[src/hw/rtl/ttcw_pkg.sv]
// Shared constants, codes and controller/datapath interface types of the character writer.
package ttcw_pkg;

  localparam int COLUMNS = 80;
  localparam int ROWS    = 25;
  localparam int CELLS   = ROWS * COLUMNS;
  localparam int ADDR_W  = $clog2(CELLS);

  localparam int CHAR_W = 8;
  localparam int COL_W  = 7;
  localparam int ROW_W  = 5;

  localparam int TAB_STOP = 8;

  localparam logic [CHAR_W-1:0] BLANK     = 8'h20;
  localparam logic [CHAR_W-1:0] CODE_BELL = 8'd7;
  localparam logic [CHAR_W-1:0] CODE_BS   = 8'd8;
  localparam logic [CHAR_W-1:0] CODE_TAB  = 8'd9;
  localparam logic [CHAR_W-1:0] CODE_LF   = 8'd10;
  localparam logic [CHAR_W-1:0] CODE_CR   = 8'd13;
  localparam logic [CHAR_W-1:0] CODE_ESC  = 8'd27;

  typedef enum logic [1:0] {
    ACT_RECV  = 2'd0,
    ACT_READ  = 2'd1,
    ACT_CLEAR = 2'd2,
    ACT_NONE  = 2'd3
  } action_t;

  typedef enum logic [1:0] {
    SEL_SWEEP  = 2'd0,
    SEL_CURSOR = 2'd1,
    SEL_READ   = 2'd2
  } addr_sel_t;

  typedef struct packed {
    logic      load;
    logic      exec;
    logic      addr_load;
    addr_sel_t addr_sel;
    logic      sweep_step;
    logic      write_char;
    logic      out_load;
  } cmd_t;

  typedef struct packed {
    action_t act;
    logic    print;
    logic    rd_in_range;
    logic    row_valid;
    logic    sweep_last;
    logic    out_free;
  } status_t;

endpackage

[src/hw/rtl/ttcw_ctrl.sv]
// Controller state machine that sequences each request through the datapath.
module ttcw_ctrl (
  input  logic              clk,
  input  logic              rst,
  input  logic              accept,
  input  ttcw_pkg::status_t st,
  output ttcw_pkg::cmd_t    cmd,
  output logic              idle
);

  typedef enum logic [7:0] {
    S_IDLE       = 8'b0000_0001,
    S_DECODE     = 8'b0000_0010,
    S_SWEEP_ADDR = 8'b0000_0100,
    S_SWEEP      = 8'b0000_1000,
    S_ADDR       = 8'b0001_0000,
    S_WRITE      = 8'b0010_0000,
    S_READ       = 8'b0100_0000,
    S_DONE       = 8'b1000_0000
  } state_t;

  state_t state;
  state_t state_next;

  assign idle = (state == S_IDLE);

  always_comb begin
    state_next     = state;
    cmd            = '0;
    cmd.addr_sel   = ttcw_pkg::SEL_CURSOR;
    case (state)
      S_IDLE: begin
        if (accept) begin
          cmd.load   = 1'b1;
          state_next = S_DECODE;
        end
      end
      S_DECODE: begin
        if (st.print) begin
          state_next = st.row_valid ? S_ADDR : S_SWEEP_ADDR;
        end else if (st.act == ttcw_pkg::ACT_READ && st.rd_in_range) begin
          state_next = S_ADDR;
        end else begin
          cmd.exec   = 1'b1;
          state_next = S_DONE;
        end
      end
      S_SWEEP_ADDR: begin
        cmd.addr_load = 1'b1;
        cmd.addr_sel  = ttcw_pkg::SEL_SWEEP;
        state_next    = S_SWEEP;
      end
      S_SWEEP: begin
        cmd.sweep_step = 1'b1;
        if (st.sweep_last) begin
          state_next = S_ADDR;
        end
      end
      S_ADDR: begin
        cmd.addr_load = 1'b1;
        if (st.act == ttcw_pkg::ACT_READ) begin
          cmd.addr_sel = ttcw_pkg::SEL_READ;
          state_next   = S_READ;
        end else begin
          state_next = S_WRITE;
        end
      end
      S_WRITE: begin
        cmd.write_char = 1'b1;
        state_next     = S_DONE;
      end
      S_READ: begin
        // The memory read data is registered during this cycle.
        state_next = S_DONE;
      end
      S_DONE: begin
        if (st.out_free) begin
          cmd.out_load = 1'b1;
          state_next   = S_IDLE;
        end
      end
      default: begin
        state_next = S_IDLE;
      end
    endcase
  end

  always_ff @(posedge clk) begin
    if (rst) begin
      state <= S_IDLE;
    end else begin
      state <= state_next;
    end
  end

endmodule

[config.mk]
export PLATFORM = sky130hd
export DESIGN_NAME = ttcw_ctrl
export DESIGN_NICKNAME = d
export VERILOG_FILES = /design/src/hw/rtl/ttcw_pkg.sv /design/src/hw/rtl/ttcw_ctrl.sv
export SDC_FILE = /design/constraint.sdc
export NUM_CORES = 1
export LEC_CHECK = 0
export BUFFER_PORTS_ARGS = -buffer_cell sky130_fd_sc_hd__buf_4
export CORE_AREA = 2 2 39 41
export DETAILED_ROUTE_END_ITERATION = 16
export DIE_AREA = 0 0 41 43
export GPL_TIMING_DRIVEN = 0
export HOLD_SLACK_MARGIN = 0.02
export PLACE_DENSITY = 0.67
export SYNTH_ARGS = -nofsm -noshare
export SYNTH_HDL_FRONTEND = slang
export SYNTH_SLANG_ARGS = --single-unit
[constraint.sdc]
create_clock -name clk -period 4.6 [get_ports clk]
set_input_delay 1.38 -clock clk [delete_from_list [all_inputs] [get_ports clk]]
set_output_delay 1.38 -clock clk [all_outputs]
set_load 0.02 [all_outputs]
==> results by group, run 1 <==
Timing
  • Fin crit share: 0.789
  • TNS Setup: 0 ns
  • Final hold viol count: 0
  • # setup viols final: 0
  • Worst setup margin: slightly below 1 ns
  • Fin Clk Skew: slightly below 0.0008 ns
  • Min Clock Period, post-route: approximately 3.6 ns
  • Slew @ Worst Pin: about 0.37 ns
  • Fin Hold WS: 0.667 ns
  • Max transition margin: 0.747
  • RSZ-0062 raised after global routing: false
  • Slew Limit Fails: 0
  • FMAX: approximately 280 MHz

Status
  • Outcome: complete, no violations

Floorplan
  • Ports: 19
  • Num rows: 14
  • Die ar.: between 1500 and 2000 sq um
  • Die Span Y: about 43 um
  • Core Box Area: 1380 sq um
  • Initial Util: 0.396
  • Die Wd: about 41 um

Routing
  • Post-Route WL: around 1400 um
  • # DRC: 0
  • Post-route ant nets: 0
  • Routed len/inst: between 10 and 15 um
  • Routed vias: 601
  • DR vias/cell: ~5.5
  • DRT iter0 DRCs: 27
  • Drt pass-1 iters: 4

Power and ir drop
  • Pwr dens: approximately 240 nW/um^2
  • Static leakage: approximately 0.00032 uW
  • Worst vdd ir: approximately 0.11 mV

Placed design
  • Placed instance area: about 700 sq um
  • Placement Setup Slack: approximately 0.97 ns
  • Gpl congestion: 0.856
  • Detailed Place HPWL: approximately 1100 um
  • IO buf count: 18

Finish
  • Biggest register: state
  • Max reg flops: 8
  • Area of the multi-input gates: about 360 sq um
  • Final core occ: 0.524
  • # diodes: 0
  • Cell area after layout: about 730 sq um
  • Reg area: between 150 and 200 sq um
  • Top Registers: state: 8 flops
  • Area grow syn2layout: 32.4%
  • Fillers: between 100 and 150
  • Layout cells sized above 1: 0.277
  • # nets final: 106

Synth
  • Post-Synth Simple-Gate Area: 0.425
  • Post-Synth XOR/XNOR Area: 0.0479
  • Synth Area in Adders: 0
  • Post-synth net total: 83
  • Seq cells post-synth: 8
  • Synth cell types: 26
  • Post-Syn Area per Cell: between 7 and 8 sq um
  • Largest family of logic cells by synthesized area: simple AND/OR/NAND/NOR gates
  • Post-synthesis sequential area ratio: 0.292
  • YS warnings: 0
  • Mux cell area share after synthesis: 0
  • Mapped cell area: approximately 550 sq um
  • Compound-cell area share of the yosys netlist: 0.178
  • Mapped Cells: 73

CTS
  • Clock Path Buffers: 2
  • Clock transition at path regs: ~0.050 ns
  • Root buf cell: clkbuf_4
  • H-tree depth: 1
  • Hold buffers post-CTS: 0
  • Setup Buffers After CTS: 0
  • Total CTS buffers: 3
  • CTS sink cnt: 8
  • Clock Latency Late Sink: 0.27 ns
  • Post-cts sizing count: 0
  • CTS tree: done

Worst setup path
  • WS Path Type: in2out
  • CP endpoint kind: primary output
  • Worst-path maximum fanout: 3
  • CP dominant cell by count: buf_4
  • Worst path cell trace: buf_4 > nor2b_1 > a21o_1 > or2_1 > inv_1 > buf_4
  • Delay of the slowest cell on the worst path: ~0.23 ns
  • Critical Path RT: roughly 3.2 ns
  • Worst EP arrival: ~2.3 ns
  • CP Launch Type: input pin
  • Slowest-stage cell, CP: or2_1

Worst hold path
  • HP Class: reg2reg

GRT
  • Largest net degree at the start of global routing: 10
  • Gr usage total: 0.193
  • Global route total overflow: 0
  • Antenna violations before repair: 0
  • Vias in the first global route: between 500 and 600
  • First-pass GRT wire length: 2270 um

Job
  • Max Cap Viol: 0
[area by class of cell]
cell class | instances | share of cell area
Multi-Input combinational cell | 57 | 0.491
Sequential cell | 8 | 0.221
Timing Repair Buffer | 18 | 0.186
Clock buffer | 3 | 0.0310
Tap cell | 16 | 0.0276
Inverter | 5 | 0.0259
Buffer | 3 | 0.0172
[stage by stage]
stage          total power [uW]  instances
2_1_floorplan              99.1         73
3_3_place_gp                114        107
3_5_place_dp                115        107
4_1_cts                     172        110
5_1_grt                     179        110
6_report                    171        110
[path summary, 6_finish.rpt]
path,from,to,slack (ns),cells past startpoint
worst max-delay path,st[5],cmd[6],0.97,6
worst min-delay path,state[1]$_SDFFE_PP0P_,state[3]$_SDFFE_PP0P_,0.67,2
worst max register to register,state[2]$_SDFFE_PP0P_,state[0]$_SDFFE_PP1P_,2.65,5
worst min register to register,state[1]$_SDFFE_PP0P_,state[3]$_SDFFE_PP0P_,0.67,2
[cells in the mapped netlist]
| library cell | count | area, sq um |
|---|---|---|
| clkbuf_1 | 2 | 7.51 |
| o32ai_2 | 1 | 16.3 |
| buf_2 | 1 | 5.00 |
| or2_1 | 1 | 6.26 |
| or4b_4 | 1 | 13.8 |
| xor2_1 | 3 | 26.3 |
| o21ai_0 | 4 | 20.0 |
| a21oi_1 | 3 | 15.0 |
| nand2_1 | 1 | 3.75 |
| a31oi_1 | 1 | 6.26 |
| nor2_1 | 8 | 30.0 |
| a21o_1 | 1 | 7.51 |
| dfxtp_1 | 8 | 160 |
| and4_1 | 1 | 8.76 |
| a2111oi_0 | 1 | 8.76 |
| or3_1 | 4 | 25.0 |
| o31ai_1 | 2 | 15.0 |
| nor3_1 | 6 | 30.0 |
| nor4_1 | 4 | 25.0 |
| or4_1 | 2 | 15.0 |
| and2_1 | 1 | 6.26 |
| nand2b_1 | 5 | 31.3 |
| inv_1 | 5 | 18.8 |
| o311ai_0 | 1 | 8.76 |
| or2_2 | 2 | 12.5 |
| nor2b_1 | 4 | 25.0 |
[report_power, final]
| group | internal [uW] | switching (uW) | total (uW) | leakage [uW] |
|---|---|---|---|---|
| combinational | 19.4 | 20.7 | 40.2 | 0.000241 |
| clock | 30.0 | 26.7 | 56.8 | 0.0000138 |
| sequential | 71.4 | 2.81 | 74.2 | 0.0000649 |
| total | 121 | 50.3 | 171 | 0.000320 |
[cell usage in the layout (no fill, tap or decap), types with 2 or more instances in the layout]
master    count
nor2b_1       4
nor4_1        4
dfxtp_1       8
clkbuf_4      3
o21ai_0       4
o31ai_1       2
or2_2         2
nor2_1        8
nand2b_1      5
or3_1         4
inv_1         5
xor2_1        3
or4_1         2
nor3_1        6
clkbuf_1      2
a21oi_1       3
buf_4        18
[kinds of logic after synthesis]
| group | count (synthesis) |
|---|---|
| AOI/OAI and AO/OA | 14 |
| buffers and inverters | 8 |
| xor gates and xnor gates | 3 |
| DFF | 8 |
| and+or+nand+nor | 40 |
[critical path, delay by kind of cell]
family / cells / cell delay (ns)
AOI/OAI and AO/OA: 1 / 0.20
buffers and inverters: 3 / 0.30
and+or+nand+nor: 2 / 0.37
[routing by layer]
layer | up-vias | routed length (um) | part of all wire | track usage
li1 | 303 | - | - | -
met4 | 0 | 31 | 0.022 | 0.120
met5 | - | 0 | 0 | 0
met1 | 270 | 626 | 0.45 | 0.269
met2 | 25 | 637 | 0.46 | 0.263
met3 | 3 | 88 | 0.064 | 0.0366
(Power assumes the default switching activity.)
==> inputs of run 2 (changes only) <==
--- a/config.mk
+++ b/config.mk
@@ -5,13 +5,14 @@
 export SDC_FILE = /design/constraint.sdc
 export NUM_CORES = 1
 export LEC_CHECK = 0
+export ABC_AREA = 1
 export BUFFER_PORTS_ARGS = -buffer_cell sky130_fd_sc_hd__buf_4
 export CORE_AREA = 2 2 39 41
 export DETAILED_ROUTE_END_ITERATION = 16
 export DIE_AREA = 0 0 41 43
 export GPL_TIMING_DRIVEN = 0
 export HOLD_SLACK_MARGIN = 0.02
-export PLACE_DENSITY = 0.67
+export PLACE_DENSITY = 0.68
 export SYNTH_ARGS = -nofsm -noshare
 export SYNTH_HDL_FRONTEND = slang
 export SYNTH_SLANG_ARGS = --single-unit
==> constraint.sdc (replaced) <==
create_clock -name clk -period 3.4 [get_ports clk]
set_input_delay 1.02 -clock clk [delete_from_list [all_inputs] [get_ports clk]]
set_output_delay 1.02 -clock clk [all_outputs]
set_load 0.02 [all_outputs]
==> run 2 against run 1 <==
- combinational power increased by 140%
- synthesized area is 3.2% higher
- first-iteration DRC count is 59% lower
- largest cell class unchanged
- largest power group unchanged
==> results by group, run 2 <==
GRT
  • Largest net degree at the start of global routing: 8
  • First-pass GRT wire length: 1860 um
  • Routing usage on met3: 0
  • Gr usage total: 0.150
  • Vias in the first global route: a little under 500
  • Global routing's busiest layer: met2
  • Global route total overflow: 0
  • Routing usage on met2: 0.234
  • Antenna violations before repair: 0
  • GR Util met1: 0.203

Synth
  • Post-synth net total: 105
  • Top_reg_cell synth: dfxtp_1
  • Seq cells post-synth: 8
  • Post-Syn Area per Cell: 5.95 sq um
  • FFs w/ async S/R, synth: 0
  • Most common cell in the netlist: inv_1
  • Area leader, netlist: dfxtp_1
  • Post-synthesis sequential area ratio: 0.283
  • Synth cell types: 18
  • YS warnings: 0
  • Top-area cell type share of the netlist area: 0.283
  • Leading post-synthesis cells by cell area: dfxtp_1 (28%), inv_1 (15%), nand2_1 (13%), nor2_1 (11%), nor2_2 (7.7%)
  • Mapped Cells: 95
  • Mapped cell area: 566 sq um
  • Post-synth EDFFs: 0
  • Most frequent cells after synthesis: inv_1 (22), nand2_1 (19), nor2_1 (16), dfxtp_1 (8), nor2_2 (7)

Timing
  • FMAX: about 370 MHz
  • Worst setup margin: a little over 0.7 ns
  • # setup viols final: 0
  • Max transition margin: 0.842
  • Final hold viol count: 0
  • Min Clock Period, post-route: roughly 2.7 ns
  • Slew @ Worst Pin: ~0.23 ns
  • Fin Clk Skew: 0.00155 ns
  • TNS Setup: 0 ns
  • RSZ-0062 raised after global routing: false
  • Fin Hold WS: between 0.6 and 0.7 ns
  • Fin crit share: 0.789
  • Slew Limit Fails: 0

Finish
  • Top Registers: state: 8 flops
  • Biggest register: state
  • Max reg flops: 8
  • Area grow syn2layout: 31.4%
  • # nets final: around 130
  • Layout cells sized above 1: 0.319
  • Cell area after layout: roughly 740 sq um
  • # diodes: 0
  • Most frequent cells in the layout: inv_1 (22), nand2_1 (19), buf_4 (18)
  • Most common cell after layout, fill and taps aside: inv_1

Floorplan
  • Die ar.: 1760 sq um
  • Die Span Y: roughly 43 um
  • Core Box Area: 1380 sq um
  • Ports: 19
  • Initial Util: 0.409
  • Num rows: 14
  • Die Wd: 41 um

Placed design
  • Detailed Place HPWL: about 940 um
  • Placed instance area: 721 sq um
  • Placement Setup Slack: 0.717 ns
  • Gpl congestion: ~0.76
  • IO buf count: 18

CTS
  • CTS tree: done
  • Setup Buffers After CTS: 0
  • Clock Path Buffers: 2
  • Root buf cell: clkbuf_4
  • H-tree depth: 1
  • Total CTS buffers: 3
  • Hold buffers post-CTS: 0
  • Clock transition at path regs: ~0.050 ns
  • Clock Latency Late Sink: roughly 0.24 ns
  • CTS sink cnt: 8
  • Post-cts sizing count: 0

Power and ir drop
  • Pwr dens: between 300 and 400 nW/um^2
  • Sw frac: 0.334
  • Clock share of power: 0.246
  • Switching power: about 90 uW
  • Static leakage: ~0.00042 uW
  • Flop pwr share: 0.392
  • Worst vdd ir: 0.185 mV
  • Int Pwr: roughly 180 uW
  • Comb pwr share: 0.362

Routing
  • Post-Route WL: 1070 um
  • Routed len/inst: 8.10 um
  • Routed vias: roughly 570
  • Post-route ant nets: 0
  • # DRC: 0
  • DR vias/cell: approximately 4.3
  • Drt pass-1 iters: 4
  • DRT iter0 DRCs: 11

Worst setup path
  • CP Launch Type: input pin
  • Worst-path maximum fanout: 4
  • WS Path Type: in2out
  • Critical Path RT: roughly 2.4 ns
  • CP endpoint kind: primary output
  • Worst EP arrival: 1.66 ns

Worst hold path
  • HP Class: reg2reg

Status
  • Outcome: complete, no violations

Job
  • Max Cap Viol: 0
-- run 2: cell count changes after synthesis, moves of 3 or more --
| cell | previous run | this run |
|---|---|---|
| nand2b_1 | 5 | 0 |
| nor3_1 | 6 | 3 |
| nand3_1 | 0 | 5 |
| nand2_1 | 1 | 19 |
| nor2_1 | 8 | 16 |
| xor2_1 | 3 | 0 |
| inv_1 | 5 | 22 |
| nand2_2 | 0 | 4 |
| nor2b_1 | 4 | 0 |
| nor2_2 | 0 | 7 |
| nor4_1 | 4 | 1 |
| or3_1 | 4 | 0 |
| o21ai_0 | 4 | 1 |
-- run 2: cell type report --
type,instances,area [sq um]
Tap cell,16,20.0
Timing Repair Buffer,18,135
Multi-Input combinational cell,63,313
Sequential cell,8,160
Fill cell,150,641
Inverter,24,92.6
Clock buffer,3,22.5
-- run 2: final timing paths --
| kind | startpoint | end | slack (ns) | cells after the start |
|---|---|---|---|---|
| min | state[0]$_SDFFE_PP1P_ | state[1]$_SDFFE_PP0P_ | 0.65 | 4 |
| max | st[5] | cmd[6] | 0.72 | 7 |
| min reg2reg | state[0]$_SDFFE_PP1P_ | state[1]$_SDFFE_PP0P_ | 0.65 | 4 |
| max reg2reg | state[0]$_SDFFE_PP1P_ | state[0]$_SDFFE_PP1P_ | 2.21 | 8 |
-- run 2: through the flow --
stage / std cells / utilization / total power [uW]
6_report: 132 / 0.537 / 270
5_1_grt: 132 / 0.537 / 287
4_1_cts: 132 / 0.537 / 272
3_5_place_dp: 129 / 0.521 / 207
3_3_place_gp: 129 / 0.521 / 205
2_1_floorplan: 95 / - / 175
-- run 2: cell families (layout without fill, tap and decap cells) --
| kind of cell | Yosys count | count (layout) | synth area share |
|---|---|---|---|
| flip-flops | 8 | 8 | 0.283 |
| AND/OR/NAND/NOR | 60 | 60 | 0.522 |
| AO/OA/AOI/OAI | 3 | 3 | 0.0310 |
| buffers and inverters | 24 | 45 | 0.164 |
-- run 2: power by group through the flow --
stage               sequential (uW)  clock (uW)  combinational (uW)
floorplan                       107           0                67.6
global placement                108           0                97.1
detailed placement              108           0                98.9
CTS                             106        67.2                99.2
global route                    106        68.9                 112
finish                          106        66.5                97.8
-- run 2: routing by layer --
metal  vias up  share of wire
met5         -              0
li1        323              -
met4         0          0.016
met3         2          0.041
met2        12           0.49
met1       235           0.45
-- run 2: worst max-delay path, cell delays in order --
cell     delay (ns)
buf_4          0.10
inv_1          0.10
nor2_1         0.05
nand2_1        0.05
nand2_1        0.07
nor2_2         0.12
buf_4          0.15
==> inputs of run 3 (changes only) <==
--- a/config.mk
+++ b/config.mk
@@ -5,14 +5,14 @@
 export SDC_FILE = /design/constraint.sdc
 export NUM_CORES = 1
 export LEC_CHECK = 0
-export ABC_AREA = 1
+export ABC_AREA = 0
 export BUFFER_PORTS_ARGS = -buffer_cell sky130_fd_sc_hd__buf_4
 export CORE_AREA = 2 2 39 41
 export DETAILED_ROUTE_END_ITERATION = 16
 export DIE_AREA = 0 0 41 43
 export GPL_TIMING_DRIVEN = 0
 export HOLD_SLACK_MARGIN = 0.02
-export PLACE_DENSITY = 0.68
+export PLACE_DENSITY = 0.67
 export SYNTH_ARGS = -nofsm -noshare
 export SYNTH_HDL_FRONTEND = slang
 export SYNTH_SLANG_ARGS = --single-unit
==> constraint.sdc (replaced) <==
create_clock -name clk -period 2.7 [get_ports clk]
set_input_delay 0.81 -clock clk [delete_from_list [all_inputs] [get_ports clk]]
set_output_delay 0.81 -clock clk [all_outputs]
set_load 0.02 [all_outputs]
==> run 3 against run 2 <==
- the run now ends with negative setup slack left
- clock power rose by 45%
- sequential share of layout area grew 0.32 points
- count of clock-buffer cells in the layout is the same
- core utilization rose by 0.45 points
- worst setup slack worse by 0.78 ns
- critical path depth fell by 2
- sequential power rose by 21%
- clock skew about the same
- sequential cell count unchanged
- die area is the same
- via count is 7.5% higher
- first-iteration DRC count grew to 2.6 times the previous value
- highest routed layer unchanged
==> results by group, run 3 (synthesized netlist as in run 1, its figures left out) <==
Worst setup path
  • Slowest-stage cell, CP: or4b_4
  • FF-to-FF setup slack: between 0.8 and 0.9 ns
  • WS Path Type: reg2out
  • Worst-path maximum fanout: 6
  • R2R Path End: state[0]$_SDFFE_PP1P_
  • Delay of the slowest cell on the worst path: slightly above 0.5 ns
  • Worst EP arrival: slightly below 2 ns
  • FF-to-FF path depth: 5
  • CP endpoint kind: primary output
  • Critical Path RT: about 1.9 ns
  • R2R Path Start: state[0]$_SDFFE_PP1P_
  • CP Launch Type: register
  • Worst path cell trace: or3_4 > or4b_4 > or2_1 > inv_1 > buf_4

Finish
  • Top Registers: state: 8 flops
  • Layout cells sized above 1: 0.355
  • Fillers: 133
  • Cell area after layout: roughly 750 sq um
  • Most common cell after layout, fill and taps aside: buf_4
  • Most frequent cells in the layout: buf_4 (20), nor2_1 (8), nor3_1 (6)
  • Biggest register: state
  • Area grow syn2layout: 36.8%
  • Reg area: roughly 160 sq um
  • Area of the multi-input gates: roughly 370 sq um
  • # nets final: roughly 110
  • # diodes: 0
  • Max reg flops: 8

Timing
  • Slew @ Worst Pin: ~0.38 ns
  • Worst setup margin: -0.0574 ns
  • RSZ-0062 raised after global routing: true
  • Max transition margin: 0.741
  • Final hold viol count: 0
  • Fin crit share: 1.02
  • # setup viols final: 1
  • FMAX: between 300 and 400 MHz
  • Fin Clk Skew: roughly 0.0013 ns
  • Min Clock Period, post-route: about 2.8 ns
  • TNS Setup: -0.0574 ns
  • Slew Limit Fails: 0

Placed design
  • IO buf count: 18
  • Placed instance area: 703 sq um
  • Gpl congestion: 0.856
  • Detailed Place HPWL: 1060 um

CTS
  • CTS tree: done
  • Clock Latency Late Sink: approximately 0.26 ns
  • Total CTS buffers: 3
  • Clock Path Buffers: 2
  • CTS sink cnt: 8
  • Root buf cell: clkbuf_4
  • H-tree depth: 1
  • Clock transition at path regs: 0.05 ns

Floorplan
  • Initial Util: 0.396
  • Num rows: 14
  • Die Wd: 41 um
  • Core Box Area: 1380 sq um
  • Ports: 19
  • Die ar.: 1760 sq um
  • Die Span Y: 43 um

Worst hold path
  • Hold Startpoint: state[2]$_SDFFE_PP0P_
  • HP Class: reg2reg
  • Worst hold path endpoint: state[3]$_SDFFE_PP0P_
  • Hold path cells: 2

GRT
  • First-pass GRT wire length: 2370 um
  • Antenna violations before repair: 0
  • Vias in the first global route: about 520
  • Gr usage total: 0.202
  • Largest net degree at the start of global routing: 10
  • Global route total overflow: 0

Routing
  • Routed vias: a little over 600
  • Routed len/inst: between 10 and 15 um
  • DRT iter0 DRCs: 29
  • DR vias/cell: about 5.6
  • Drt pass-1 iters: 4
  • # DRC: 0
  • Post-route ant nets: 0
  • Post-Route WL: ~1400 um

Power and ir drop
  • Tot Pwr: between 200 and 300 uW
  • Worst vdd ir: 0.184 mV
  • Pwr dens: 398 nW/um^2
  • Static leakage: roughly 0.00032 uW

Status
  • Outcome: complete, but fails checks
  • Failing checks: negative setup slack

Job
  • Max Cap Viol: 0
run 3: final cells by class:
type | count | area share
Tap cell | 16 | 0.0267
Multi-Input combinational cell | 57 | 0.499
Inverter | 5 | 0.0250
Sequential cell | 8 | 0.219
Clock buffer | 3 | 0.0301
Timing Repair Buffer | 20 | 0.200
run 3: worst max-delay path by stage:
stage	from	cells past startpoint	slack [ns]	to
final	state[0]$_SDFFE_PP1P_	5	-0.06	cmd[6]
after global routing	state[0]$_SDFFE_PP1P_	5	-0.1	cmd[6]
after CTS	state[0]$_SDFFE_PP1P_	5	-0.06	cmd[6]
after detailed placement	state[4]$_SDFFE_PP0P_	6	0.06	cmd[6]
after global placement	state[4]$_SDFFE_PP0P_	6	0.04	cmd[6]
after floorplan	state[2]$_SDFFE_PP0P_	4	0.05	cmd[7]
run 3: critical path, delay by kind of cell, from the launching register on:
family | cells | cell delay (ns)
buffers and inverters | 2 | 0.19
DFF | 1 | 0.35
and+or+nand+nor | 3 | 1.15
run 3: report_power, final:
| part | total, uW | switching, uW | internal, uW |
|---|---|---|---|
| logic | 74.7 | 36.0 | 38.7 |
| clock network | 96.1 | 44.9 | 51.1 |
| registers | 128 | 5.54 | 122 |
| total | 298 | 86.4 | 212 |
run 3: routing by layer:
layer	GRT usage	vias to the layer above	part of all wire
li1	-	302	-
met1	0.269	280	0.42
met2	0.291	30	0.49
met3	0.0366	3	0.069
met4	0.120	0	0.022
met5	0	-	0
run 3: stage by stage:
step	hold slack, ns	util	worst slack [ns]	std cells
finish	0.585	0.542	-0.0574	109
global route	0.634	0.542	-0.0979	109
CTS	0.635	0.537	-0.0588	109
detailed placement	0.665	0.508	0.0561	107
global placement	0.662	0.508	0.0440	107
floorplan	0.602	-	0.0487	73
run 3: what timing repair did:
action | 4_1_cts | 5_1_grt
setup endpoints to repair | 3 | 5
setup buffers | 2 | 0
hold buffers | 0 | 0
hold endpoints to repair | 0 | 0
pin swaps | 2 | 0
gates resized for setup | 5 | 3
